$ cat src/hdl/assert_macros.svh
// ----------------------------------------------------------------------------
// assert_macros.svh
// Concurrent assertion macros shared by tsw_div and tsw_ctrl.
// ----------------------------------------------------------------------------
`ifndef ASSERT_MACROS_SVH
`define ASSERT_MACROS_SVH
`ifndef NO_ASSERTIONS
`define ASSERT_CLK(lbl, clk, rst, prop, msg) \
  lbl: assert property (@(posedge clk) disable iff (rst) prop) else $error(msg);
`define ASSERT_ALWAYS(lbl, clk, prop, msg) \
  lbl: assert property (@(posedge clk) prop) else $error(msg);
`else
`define ASSERT_CLK(lbl, clk, rst, prop, msg)
`define ASSERT_ALWAYS(lbl, clk, prop, msg)
`endif
`endif

$ cat src/hdl/tsw_pkg.sv
// ----------------------------------------------------------------------------
// tsw_pkg
// Types, constants and helper functions for the triangle span walker.
// ----------------------------------------------------------------------------
package tsw_pkg;

  localparam int FRAC         = 16;
  localparam int COL_W        = 11;
  localparam int ROW_W        = 10;
  localparam int CLR_W        = 8;
  localparam int POS_W        = 12 + FRAC;
  localparam int DIV_W        = COL_W + FRAC;
  localparam int CNT_W        = $clog2(DIV_W + 1);
  localparam int CEIL_W       = POS_W - FRAC + 1;
  localparam int SCREEN_WIDTH = 1024;
  localparam int CLIP_LIM     = (SCREEN_WIDTH < 2047) ? SCREEN_WIDTH : 2047;
  localparam logic MODE_LOAD  = 1'b0;

  localparam logic signed [POS_W-1:0] POS_MAX = {1'b0, {(POS_W-1){1'b1}}};
  localparam logic signed [POS_W-1:0] POS_MIN = {1'b1, {(POS_W-1){1'b0}}};

  typedef enum logic [1:0] {ST_IDLE, ST_DIV_GO, ST_DIV_WAIT, ST_SETUP} state_t;
  typedef enum logic [1:0] {SEL_SHORT, SEL_LONG, SEL_BOT} div_sel_t;

  typedef struct packed {
    logic     load;
    logic     step;
    logic     div_start;
    logic     setup;
    div_sel_t div_sel;
  } cmd_t;

  typedef struct packed {
    logic div_done;
  } status_t;

  typedef struct packed {
    logic [COL_W-1:0] ax;
    logic [ROW_W-1:0] ay;
    logic [COL_W-1:0] bx;
    logic [ROW_W-1:0] by;
    logic [COL_W-1:0] cx;
    logic [ROW_W-1:0] cy;
    logic [CLR_W-1:0] red;
    logic [CLR_W-1:0] green;
    logic [CLR_W-1:0] blue;
  } in_item_t;

  typedef struct packed {
    logic             row_present;
    logic [ROW_W-1:0] row_index;
    logic [COL_W-1:0] span_first;
    logic [COL_W-1:0] span_limit;
    logic             span_nonempty;
    logic             final_row;
    logic [CLR_W-1:0] red;
    logic [CLR_W-1:0] green;
    logic [CLR_W-1:0] blue;
  } out_item_t;

  function automatic logic signed [POS_W-1:0] sat_add(
    input logic signed [POS_W-1:0] a,
    input logic signed [POS_W-1:0] b
  );
    logic signed [POS_W:0] s;
    s = {a[POS_W-1], a} + {b[POS_W-1], b};
    if (s[POS_W] != s[POS_W-1]) return s[POS_W] ? POS_MIN : POS_MAX;
    return s[POS_W-1:0];
  endfunction

  function automatic logic [COL_W-1:0] clip_col(input logic signed [CEIL_W-1:0] c);
    if (c < 0) return '0;
    if (c > CEIL_W'(CLIP_LIM)) return COL_W'(CLIP_LIM);
    return c[COL_W-1:0];
  endfunction

endpackage

$ cat src/hdl/tsw_if.sv
// ----------------------------------------------------------------------------
// tsw_in_if / tsw_out_if
// Valid/ready channels for vertex beats and span beats.
// ----------------------------------------------------------------------------
interface tsw_in_if;
  logic        valid;
  logic        ready;
  logic        mode;
  logic [10:0] vert_a_x;
  logic [9:0]  vert_a_y;
  logic [10:0] vert_b_x;
  logic [9:0]  vert_b_y;
  logic [10:0] vert_c_x;
  logic [9:0]  vert_c_y;
  logic [7:0]  fill_red;
  logic [7:0]  fill_green;
  logic [7:0]  fill_blue;
  modport source (output valid, mode, vert_a_x, vert_a_y, vert_b_x, vert_b_y, vert_c_x,
                  vert_c_y, fill_red, fill_green, fill_blue, input ready);
  modport sink (input valid, mode, vert_a_x, vert_a_y, vert_b_x, vert_b_y, vert_c_x,
                vert_c_y, fill_red, fill_green, fill_blue, output ready);
endinterface

interface tsw_out_if;
  logic        valid;
  logic        ready;
  logic        row_present;
  logic [9:0]  row_index;
  logic [10:0] span_first;
  logic [10:0] span_limit;
  logic        span_nonempty;
  logic        final_row;
  logic [7:0]  out_red;
  logic [7:0]  out_green;
  logic [7:0]  out_blue;
  modport source (output valid, row_present, row_index, span_first, span_limit,
                  span_nonempty, final_row, out_red, out_green, out_blue, input ready);
  modport sink (input valid, row_present, row_index, span_first, span_limit,
                span_nonempty, final_row, out_red, out_green, out_blue, output ready);
endinterface

$ cat src/hdl/tsw_div.sv
// ----------------------------------------------------------------------------
// tsw_div
// Restoring divider, one quotient bit per cycle, for edge slopes.
// ----------------------------------------------------------------------------
`include "assert_macros.svh"
module tsw_div (
  input  logic                              clk,
  input  logic                              rst,
  input  logic                              start,
  input  logic [tsw_pkg::DIV_W-1:0]         mag,
  input  logic [tsw_pkg::ROW_W-1:0]         divisor,
  input  logic                              neg,
  output logic                              done,
  output logic signed [tsw_pkg::POS_W-1:0]  quot
);
  import tsw_pkg::*;

  logic             busy;
  logic [CNT_W-1:0] cnt;
  logic [ROW_W-1:0] rem;
  logic [DIV_W-1:0] q;
  logic [ROW_W-1:0] dvs;
  logic             negr;
  logic [ROW_W:0]   shifted;
  logic [ROW_W:0]   rem_next;
  logic             ge;

  always_comb begin
    shifted  = {rem, q[DIV_W-1]};
    ge       = shifted >= {1'b0, dvs};
    rem_next = ge ? (shifted - {1'b0, dvs}) : shifted;
  end

  always_ff @(posedge clk) begin
    if (rst) begin
      busy <= 1'b0;
      done <= 1'b0;
      cnt  <= '0;
    end else begin
      done <= 1'b0;
      if (start) begin
        busy <= 1'b1;
        cnt  <= '0;
        rem  <= '0;
        q    <= mag;
        dvs  <= divisor;
        negr <= neg;
      end else if (busy) begin
        rem <= rem_next[ROW_W-1:0];
        q   <= {q[DIV_W-2:0], ge};
        cnt <= cnt + 1'b1;
        if (cnt == CNT_W'(DIV_W - 1)) begin
          busy <= 1'b0;
          done <= 1'b1;
        end
      end
    end
  end

  always_comb begin
    if (dvs == '0) quot = '0;
    else if (negr) quot = -signed'({1'b0, q});
    else quot = signed'({1'b0, q});
  end

  `ASSERT_CLK(a_done_after_busy, clk, rst, done |-> $past(busy), "done without busy")
  `ASSERT_CLK(a_start_idle, clk, rst, start |-> !busy, "start while busy")
  `ASSERT_CLK(a_cnt_range, clk, rst, busy |-> (cnt < CNT_W'(DIV_W)), "count overrun")

endmodule

$ cat src/hdl/tsw_dp.sv
// ----------------------------------------------------------------------------
// tsw_dp
// Datapath: vertex sort, slope storage, edge walk and span register.
// ----------------------------------------------------------------------------
module tsw_dp (
  input  logic                 clk,
  input  logic                 rst,
  input  tsw_pkg::in_item_t    item,
  input  tsw_pkg::cmd_t        cmd,
  output tsw_pkg::status_t     status,
  output tsw_pkg::out_item_t   res
);
  import tsw_pkg::*;

  logic [COL_W-1:0] tx, mx, bx;
  logic [ROW_W-1:0] ty, my, by;
  logic [3*CLR_W-1:0] colour;
  logic signed [POS_W-1:0] s_short, s_long, s_bot;
  logic signed [POS_W-1:0] lpos, rpos, lslope, rslope;
  logic [ROW_W-1:0] row;
  logic in_bot, short_left, active;

  logic [COL_W-1:0] sax, sbx, scx, t_x;
  logic [ROW_W-1:0] say, sby, scy, t_y;

  logic [COL_W-1:0] xa, xb;
  logic [ROW_W-1:0] ya, yb;
  logic signed [COL_W:0] dx;
  logic [COL_W-1:0] magx;
  logic div_done;
  logic signed [POS_W-1:0] quot;

  logic signed [CEIL_W-1:0] fl, cl;
  logic signed [POS_W:0] rsum;
  logic [COL_W-1:0] first, limit;
  logic fin;
  logic [ROW_W-1:0] row_next;
  logic signed [POS_W-1:0] txf, mxf;

  always_comb begin
    t_x = '0; t_y = '0;
    sax = item.ax; say = item.ay;
    sbx = item.bx; sby = item.by;
    scx = item.cx; scy = item.cy;
    if (sby < say) begin
      t_y = sby; sby = say; say = t_y; t_x = sbx; sbx = sax; sax = t_x;
    end
    if (scy < say) begin
      t_y = scy; scy = say; say = t_y; t_x = scx; scx = sax; sax = t_x;
    end
    if (sby < scy) begin
      t_y = scy; scy = sby; sby = t_y; t_x = scx; scx = sbx; sbx = t_x;
    end
  end

  always_comb begin
    unique case (cmd.div_sel)
      SEL_SHORT: begin xa = tx; ya = ty; xb = mx; yb = my; end
      SEL_LONG:  begin xa = tx; ya = ty; xb = bx; yb = by; end
      SEL_BOT:   begin xa = mx; ya = my; xb = bx; yb = by; end
      default:   begin xa = tx; ya = ty; xb = bx; yb = by; end
    endcase
    dx   = signed'({1'b0, xb}) - signed'({1'b0, xa});
    magx = dx[COL_W] ? COL_W'(-dx) : dx[COL_W-1:0];
  end

  tsw_div u_div (
    .clk     (clk),
    .rst     (rst),
    .start   (cmd.div_start),
    .mag     ({magx, {FRAC{1'b0}}}),
    .divisor (yb - ya),
    .neg     (dx[COL_W]),
    .done    (div_done),
    .quot    (quot)
  );

  assign status.div_done = div_done;

  always_comb begin
    fl       = {lpos[POS_W-1], lpos[POS_W-1:FRAC]};
    rsum     = {rpos[POS_W-1], rpos} + (POS_W+1)'((1 << FRAC) - 1);
    cl       = rsum[POS_W:FRAC];
    first    = clip_col(fl);
    limit    = clip_col(cl);
    fin      = ({1'b0, row} + 1'b1) == {1'b0, by};
    row_next = row + 1'b1;
    txf      = signed'({1'b0, tx, {FRAC{1'b0}}});
    mxf      = signed'({1'b0, mx, {FRAC{1'b0}}});
  end

  always_ff @(posedge clk) begin
    if (rst) begin
      tx <= '0; ty <= '0; mx <= '0; my <= '0; bx <= '0; by <= '0;
      colour <= '0; s_short <= '0; s_long <= '0; s_bot <= '0;
      lpos <= '0; rpos <= '0; lslope <= '0; rslope <= '0;
      row <= '0; in_bot <= 1'b0; short_left <= 1'b0; active <= 1'b0;
    end else begin
      if (cmd.load) begin
        tx <= sax; ty <= say; mx <= scx; my <= scy; bx <= sbx; by <= sby;
        colour <= {item.red, item.green, item.blue};
      end
      if (div_done) begin
        unique case (cmd.div_sel)
          SEL_SHORT: s_short <= quot;
          SEL_LONG:  s_long  <= quot;
          SEL_BOT:   s_bot   <= quot;
          default:   s_bot   <= quot;
        endcase
      end
      if (cmd.setup) begin
        row    <= ty;
        active <= ty < by;
        in_bot <= ty == my;
        if (ty == my) begin
          short_left <= mx < tx;
          if (mx < tx) begin
            lpos <= mxf; lslope <= s_bot; rpos <= txf; rslope <= s_long;
          end else begin
            lpos <= txf; lslope <= s_long; rpos <= mxf; rslope <= s_bot;
          end
        end else begin
          short_left <= s_short < s_long;
          lpos   <= txf;
          rpos   <= txf;
          lslope <= (s_short < s_long) ? s_short : s_long;
          rslope <= (s_short < s_long) ? s_long : s_short;
        end
      end
      if (cmd.step && active) begin
        lpos <= sat_add(lpos, lslope);
        rpos <= sat_add(rpos, rslope);
        row  <= row_next;
        if (!in_bot && row_next == my) begin
          in_bot <= 1'b1;
          if (short_left) lslope <= s_bot;
          else rslope <= s_bot;
        end
        if (fin) active <= 1'b0;
      end
    end
  end

  always_ff @(posedge clk) begin
    if (cmd.step) begin
      if (active) begin
        res.row_present   <= 1'b1;
        res.row_index     <= row;
        res.span_first    <= first;
        res.span_limit    <= limit;
        res.span_nonempty <= first < limit;
        res.final_row     <= fin;
        res.red           <= colour[3*CLR_W-1:2*CLR_W];
        res.green         <= colour[2*CLR_W-1:CLR_W];
        res.blue          <= colour[CLR_W-1:0];
      end else begin
        res <= '0;
      end
    end
  end

endmodule

$ cat src/hdl/tsw_ctrl.sv
// ----------------------------------------------------------------------------
// tsw_ctrl
// Controller: handshakes, slope division sequence and triangle setup.
// ----------------------------------------------------------------------------
`include "assert_macros.svh"
module tsw_ctrl (
  input  logic              clk,
  input  logic              rst,
  input  logic              in_valid,
  input  logic              in_mode,
  input  logic              out_ready,
  output logic              in_ready,
  output logic              out_valid,
  output tsw_pkg::cmd_t     cmd,
  input  tsw_pkg::status_t  status
);
  import tsw_pkg::*;

  state_t   state, state_next;
  div_sel_t sel, sel_next;
  logic     out_valid_next;
  logic     accept;

  always_ff @(posedge clk) begin
    if (rst) begin
      state     <= ST_IDLE;
      sel       <= SEL_SHORT;
      out_valid <= 1'b0;
    end else begin
      state     <= state_next;
      sel       <= sel_next;
      out_valid <= out_valid_next;
    end
  end

  always_comb begin
    state_next     = state;
    sel_next       = sel;
    cmd            = '0;
    cmd.div_sel    = sel;
    in_ready       = (state == ST_IDLE) && (!out_valid || out_ready);
    accept         = in_valid && in_ready;
    out_valid_next = out_valid && !out_ready;
    unique case (state)
      ST_IDLE: begin
        if (accept) begin
          if (in_mode == MODE_LOAD) begin
            cmd.load   = 1'b1;
            sel_next   = SEL_SHORT;
            state_next = ST_DIV_GO;
          end else begin
            cmd.step       = 1'b1;
            out_valid_next = 1'b1;
          end
        end
      end
      ST_DIV_GO: begin
        cmd.div_start = 1'b1;
        state_next    = ST_DIV_WAIT;
      end
      ST_DIV_WAIT: begin
        if (status.div_done) begin
          unique case (sel)
            SEL_SHORT: begin sel_next = SEL_LONG; state_next = ST_DIV_GO; end
            SEL_LONG:  begin sel_next = SEL_BOT;  state_next = ST_DIV_GO; end
            default:   state_next = ST_SETUP;
          endcase
        end
      end
      ST_SETUP: begin
        cmd.setup  = 1'b1;
        state_next = ST_IDLE;
      end
      default: state_next = ST_IDLE;
    endcase
  end

  `ASSERT_CLK(a_load_starts_div, clk, rst,
              (accept && in_mode == MODE_LOAD) |=> state == ST_DIV_GO, "no division")
  `ASSERT_CLK(a_step_gives_beat, clk, rst,
              (accept && in_mode != MODE_LOAD) |=> out_valid, "step gave no beat")
  `ASSERT_CLK(a_done_in_wait, clk, rst,
              status.div_done |-> state == ST_DIV_WAIT, "division done outside wait")
  `ASSERT_ALWAYS(a_reset_idle, clk,
                 $past(rst) |-> (state == ST_IDLE && !out_valid), "reset left control busy")

endmodule

$ cat src/hdl/triangle_scanline_span_walker.sv
// ----------------------------------------------------------------------------
// triangle_scanline_span_walker
// Flat-fill triangle walker: one span beat per step beat.
// Step beat: the span beat is valid the next cycle after acceptance; one step
//   per cycle while the output is taken.
// Load beat: after acceptance the block is busy with three serial slope
//   divisions plus setup; the next beat is taken back in idle after setup.
// Reset: synchronous, clears control and walker state; nothing to draw.
// ----------------------------------------------------------------------------
module triangle_scanline_span_walker (
  input  logic      clk,
  input  logic      rst,
  tsw_in_if.sink    in_ch,
  tsw_out_if.source out_ch
);
  import tsw_pkg::*;

  cmd_t      cmd;
  status_t   status;
  in_item_t  item;
  out_item_t res;

  assign item = '{ax: in_ch.vert_a_x, ay: in_ch.vert_a_y,
                  bx: in_ch.vert_b_x, by: in_ch.vert_b_y,
                  cx: in_ch.vert_c_x, cy: in_ch.vert_c_y,
                  red: in_ch.fill_red, green: in_ch.fill_green, blue: in_ch.fill_blue};

  tsw_ctrl u_ctrl (
    .clk       (clk),
    .rst       (rst),
    .in_valid  (in_ch.valid),
    .in_mode   (in_ch.mode),
    .out_ready (out_ch.ready),
    .in_ready  (in_ch.ready),
    .out_valid (out_ch.valid),
    .cmd       (cmd),
    .status    (status)
  );

  tsw_dp u_dp (
    .clk    (clk),
    .rst    (rst),
    .item   (item),
    .cmd    (cmd),
    .status (status),
    .res    (res)
  );

  assign out_ch.row_present   = res.row_present;
  assign out_ch.row_index     = res.row_index;
  assign out_ch.span_first    = res.span_first;
  assign out_ch.span_limit    = res.span_limit;
  assign out_ch.span_nonempty = res.span_nonempty;
  assign out_ch.final_row     = res.final_row;
  assign out_ch.out_red       = res.red;
  assign out_ch.out_green     = res.green;
  assign out_ch.out_blue      = res.blue;

endmodule
$ cat src/flat_wrapper.sv
// flat-port wrapper written by rule: the top's interface ports become plain ports
module triangle_scanline_span_walker_flat import tsw_pkg::*;
  (clk, rst, in_ch_valid, in_ch_mode, in_ch_vert_a_x, in_ch_vert_a_y, in_ch_vert_b_x, in_ch_vert_b_y, in_ch_vert_c_x, in_ch_vert_c_y, in_ch_fill_red, in_ch_fill_green, in_ch_fill_blue, in_ch_ready, out_ch_valid, out_ch_row_present, out_ch_row_index, out_ch_span_first, out_ch_span_limit, out_ch_span_nonempty, out_ch_final_row, out_ch_out_red, out_ch_out_green, out_ch_out_blue, out_ch_ready);
  tsw_in_if in_ch_i ();
  tsw_out_if out_ch_i ();
  input  logic clk;
  input  logic rst;
  input wire logic [$bits(in_ch_i.valid)-1:0] in_ch_valid;
  input wire logic [$bits(in_ch_i.mode)-1:0] in_ch_mode;
  input wire logic [$bits(in_ch_i.vert_a_x)-1:0] in_ch_vert_a_x;
  input wire logic [$bits(in_ch_i.vert_a_y)-1:0] in_ch_vert_a_y;
  input wire logic [$bits(in_ch_i.vert_b_x)-1:0] in_ch_vert_b_x;
  input wire logic [$bits(in_ch_i.vert_b_y)-1:0] in_ch_vert_b_y;
  input wire logic [$bits(in_ch_i.vert_c_x)-1:0] in_ch_vert_c_x;
  input wire logic [$bits(in_ch_i.vert_c_y)-1:0] in_ch_vert_c_y;
  input wire logic [$bits(in_ch_i.fill_red)-1:0] in_ch_fill_red;
  input wire logic [$bits(in_ch_i.fill_green)-1:0] in_ch_fill_green;
  input wire logic [$bits(in_ch_i.fill_blue)-1:0] in_ch_fill_blue;
  output wire logic [$bits(in_ch_i.ready)-1:0] in_ch_ready;
  output wire logic [$bits(out_ch_i.valid)-1:0] out_ch_valid;
  output wire logic [$bits(out_ch_i.row_present)-1:0] out_ch_row_present;
  output wire logic [$bits(out_ch_i.row_index)-1:0] out_ch_row_index;
  output wire logic [$bits(out_ch_i.span_first)-1:0] out_ch_span_first;
  output wire logic [$bits(out_ch_i.span_limit)-1:0] out_ch_span_limit;
  output wire logic [$bits(out_ch_i.span_nonempty)-1:0] out_ch_span_nonempty;
  output wire logic [$bits(out_ch_i.final_row)-1:0] out_ch_final_row;
  output wire logic [$bits(out_ch_i.out_red)-1:0] out_ch_out_red;
  output wire logic [$bits(out_ch_i.out_green)-1:0] out_ch_out_green;
  output wire logic [$bits(out_ch_i.out_blue)-1:0] out_ch_out_blue;
  input wire logic [$bits(out_ch_i.ready)-1:0] out_ch_ready;
  assign in_ch_i.valid = in_ch_valid;
  assign in_ch_i.mode = in_ch_mode;
  assign in_ch_i.vert_a_x = in_ch_vert_a_x;
  assign in_ch_i.vert_a_y = in_ch_vert_a_y;
  assign in_ch_i.vert_b_x = in_ch_vert_b_x;
  assign in_ch_i.vert_b_y = in_ch_vert_b_y;
  assign in_ch_i.vert_c_x = in_ch_vert_c_x;
  assign in_ch_i.vert_c_y = in_ch_vert_c_y;
  assign in_ch_i.fill_red = in_ch_fill_red;
  assign in_ch_i.fill_green = in_ch_fill_green;
  assign in_ch_i.fill_blue = in_ch_fill_blue;
  assign in_ch_ready = in_ch_i.ready;
  assign out_ch_valid = out_ch_i.valid;
  assign out_ch_row_present = out_ch_i.row_present;
  assign out_ch_row_index = out_ch_i.row_index;
  assign out_ch_span_first = out_ch_i.span_first;
  assign out_ch_span_limit = out_ch_i.span_limit;
  assign out_ch_span_nonempty = out_ch_i.span_nonempty;
  assign out_ch_final_row = out_ch_i.final_row;
  assign out_ch_out_red = out_ch_i.out_red;
  assign out_ch_out_green = out_ch_i.out_green;
  assign out_ch_out_blue = out_ch_i.out_blue;
  assign out_ch_i.ready = out_ch_ready;
  triangle_scanline_span_walker u_core (.clk(clk), .rst(rst), .in_ch(in_ch_i), .out_ch(out_ch_i));
endmodule
$ cat config.mk
export PLATFORM = sky130hd
export DESIGN_NAME = triangle_scanline_span_walker_flat
export DESIGN_NICKNAME = d
export VERILOG_FILES = /design/src/hdl/tsw_pkg.sv /design/src/hdl/tsw_if.sv /design/src/hdl/tsw_div.sv /design/src/hdl/tsw_dp.sv /design/src/hdl/tsw_ctrl.sv /design/src/hdl/triangle_scanline_span_walker.sv /design/src/flat_wrapper.sv
export VERILOG_INCLUDE_DIRS = /design/src /design/src/hdl
export SDC_FILE = /design/constraint.sdc
export NUM_CORES = 1
export LEC_CHECK = 0
export CORE_MARGIN = 2
export CORE_UTILIZATION = 30
export DETAILED_ROUTE_END_ITERATION = 8
export DONT_BUFFER_PORTS = 1
export HOLD_SLACK_MARGIN = 0.08
export PLACE_DENSITY_LB_ADDON = 0.3
export REMOVE_ABC_BUFFERS = 1
export SLEW_MARGIN = 0
export SYNTH_ARGS = -nofsm -noshare
export SYNTH_HDL_FRONTEND = slang
export SYNTH_SLANG_ARGS = --single-unit
$ cat constraint.sdc
create_clock -name clk -period 5.8 [get_ports clk]
set_clock_uncertainty 0.15 [all_clocks]
set_input_delay 0.29 -clock clk [delete_from_list [all_inputs] [get_ports clk]]
set_output_delay 0.29 -clock clk [all_outputs]
set_load 0.02 [all_outputs]
==> impl_results.md <==
* Status: complete, but fails checks
* Violated checks: DRC
* Avg Cell Area, Syn at 8.262 sq um
* Slowest CP cell: or4b_4
* Peak VDD IR at 0.2192 mV
* Final period utilization at 0.9475
* Net Sw Frac at 0.3048
* Most common cell after layout, fill and taps aside: nand2_1
* Netlist Area Pre-Place at 0.02559 sq mm
* Clock transition at path regs at 0.06 ns
* Area grow syn2layout at 16.99%
* Gate power share at 0.225
* Primary FF master, synth: dfxtp_1
* Crit path kind: in -> reg
* Fin. Hold Viols at 0
* Switch Pwr at 2.438 mW
* Vias at 22.91k
* Vias per cell at 5.242
* Hold WS at 0.04535 ns
* Die W at 296.1 um
* Count of cell types in the netlist at 88
* CP Capture Type: flop
* Die height at 296.1 um
* Most frequent cells in the layout: nand2_1, dfxtp_1, a21oi_1, nor2_1, ha_1
* Startpoint Class: input pin
* Crit path largest cell delay at 0.58 ns
* Fmax at 182.0 MHz
* Final HPWL DP at 55970 um
* Hold WC Path Type: in -> reg
* Die area at 0.08767 sq mm
* Leak pwr at 11.66 nW
* DR WL/cell at 18.33 um
* Final slew viol count at 0
* Clock tree sinks at 415
* Synthesized instance count at 3098
* N_diodes at 0
* Data arrival, critical path at 5.81 ns
* Slew @ Worst Pin at 1.124 ns
* Global-route wire length before repair at 124800 um
* TritonCTS clock tree: yes
* Core Region at 0.08488 sq mm
* Starting density of the core at 0.3015
* Clk_lat worst skew at 0.59 ns
* FF/Latch Area at 0.009380 sq mm
* Yosys reg bits at 415
* Total CTS buffers at 48
* Total track usage at 0.1780
* Largest net degree at the start of global routing at 164
* Final Net Count at 3460
* Crit-path max FO at 25
* Fraction of registers with async set/reset at 0
* Clock Path Buffers at 3
* CP top delay family: compound AO/OA/AOI/OAI gates
* Seq/Total Area, Yosys at 0.3664
* Slew Limit Headroom at 0.2465
* Number of global-route vias before repair at 21.72k
* Post-Route WL at 80090 um
* Clock share of power at 0.372
* DR iter-0 viols at 1793
* Pint at 5.562 mW
* Final setup viols at 0
* # DRC at 1
* Initial antenna violation count at 0
* PortBufs at 0
* Flop pwr share at 0.403
* Worst Path Required at 6.11 ns
* Final core area utilization at 0.3528
* # rows at 107
* Root buf cell: clkbuf_16
* Top-Level Pins at 153
* Max-Cap Viols at 0
* Share of layout cells above drive strength 1 at 0.06789
* DRT antenna net count at 0
* Routability cong. at 0.9041
* Yosys warning count at 0
* Cell Pwr Density at 267.2 mW/mm^2
* Tmin final at 5.496 ns
* GRT Residual Overflow at 0
* Number of synthesized flops with an enable pin at 107
* Worst Path Buf+Inv at 5
* H-tree depth at 2
* Fillcell total at 8879
* Pre-antenna DRT Iters at 9
* Footprint of the multi-input gates at 0.01502 sq mm
[repair_timing]
action                                 4_1_cts  5_1_grt
gates resized for setup                      0        6
setup buffers                                0        1
hold buffers                               134        0
setup endpoints to repair                    0       42
endpoints found under the hold margin      230        0
[sequential cells by signal, summed over array words and instances, names as in the netlist, 11 cells and up]
| name | flops |
|---|---|
| u_core.u_dp.lpos | 28 |
| u_core.u_dp.colour | 24 |
| u_core.u_dp.tx | 11 |
| u_core.u_dp.s_short | 28 |
| u_core.u_dp.lslope | 28 |
| u_core.u_dp.rslope | 28 |
| u_core.u_dp.res | 59 |
| u_core.u_dp.u_div.q | 27 |
| u_core.u_dp.rpos | 28 |
| u_core.u_dp.bx | 11 |
| u_core.u_dp.s_bot | 28 |
| u_core.u_dp.mx | 11 |
| u_core.u_dp.s_long | 28 |
[logic make-up (layout without fill, tap and decap cells)]
kind of cell / after synthesis / after routing / synth area share
and+or+nand+nor: 1118 / 1118 / 0.1979
AOI/OAI and AO/OA: 837 / 837 / 0.2115
DFF: 415 / 415 / 0.3664
buffers and inverters: 315 / 443 / 0.05011
adders and majority gates: 178 / 178 / 0.08848
xor gates and xnor gates: 147 / 147 / 0.05030
muxes: 88 / 88 / 0.03520
[synthesized netlist by cell type (all sizes together), types with 4 or more instances]
master,n,area share
a222oi,28,0.011
dfxtp,308,0.24
and2,68,0.017
edfxtp,107,0.13
a21oi,258,0.050
or4,5,0.0015
fa,5,0.0039
mux2,16,0.0070
xor2,62,0.021
a31oi,65,0.016
clkbuf,143,0.021
a221o,17,0.0066
a31o,4,0.0014
nor2,246,0.036
nor3,50,0.010
buf,45,0.010
ha,173,0.085
o2bb2ai,32,0.011
nand2,493,0.072
o41ai,8,0.0027
inv,126,0.018
a21boi,8,0.0023
or2,8,0.0020
o31ai,33,0.0097
and3,36,0.0088
o21bai,13,0.0040
o221ai,28,0.0096
nand2b,25,0.0061
mux2i,72,0.028
nand4,28,0.0068
nand3,82,0.016
o22ai,6,0.0015
o21ai,172,0.034
o21a,17,0.0050
a2111oi,4,0.0014
o211ai,37,0.011
a211o,4,0.0014
nor2b,27,0.0066
nor3b,9,0.0026
a21o,40,0.012
nor4,19,0.0052
a211oi,21,0.0064
xnor2,85,0.029
a221oi,12,0.0041
or3,11,0.0029
[power groups by stage]
stage               Sequential [mW]  Clock, mW  Combinational, mW
floorplan                      3.23          0               1.14
global placement               3.28          0               1.66
CTS                            3.22       3.04               1.80
finish                         3.22       2.98               1.80
detailed placement             3.28          0               1.68
global route                   3.23       3.16               1.99
[cell type report]
type                            instances  area share
Clock buffer                           69     0.04580
Timing Repair Buffer                  230     0.07066
Multi-Input combinational cell       2368      0.5015
Tap cell                             1144     0.04780
Sequential cell                       415      0.3133
Inverter                              127     0.01592
Clock inverter                         17    0.005056
[stage by stage]
stage	std cells	area, sq um	TNS (ns)	setup WS (ns)	power [mW]
finish	4370	29940	0	0.3043	8.000
global route	4370	29940	-0.01567	-0.007930	8.378
CTS	4369	29920	0	0.2278	8.057
detailed placement	4149	27040	-13.34	-0.3950	4.955
global placement	4149	27040	-7.162	-0.2432	4.945
floorplan	2910	24790	-141.78	-3.272	4.371
[metal layers]
metal,vias up,track usage,part of all wire
li1,11310,-,-
met1,10880,0.2433,0.46
met2,612,0.2943,0.47
met3,109,0.02406,0.054
met4,0,0.04521,0.021
met5,-,0,0
[worst paths after layout]
check	startpoint	end	slack (ns)	depth (start not counted)
min	rst	u_core.u_dp.s_long[0]$_SDFFE_PP0P_	0.05	2
max	in_ch_vert_a_y[7]	u_core.u_dp.bx[5]$_SDFFE_PP0P_	0.30	29
max reg2reg	u_core.u_ctrl.sel[0]$_SDFFE_PP0P_	u_core.u_dp.u_div.q[26]$_DFFE_PP_	1.40	15
min reg2reg	u_core.u_dp.lpos[10]$_SDFFE_PP0P_	u_core.u_dp.lpos[10]$_SDFFE_PP0P_	0.31	2
Power figures use the tool's default switching activity.
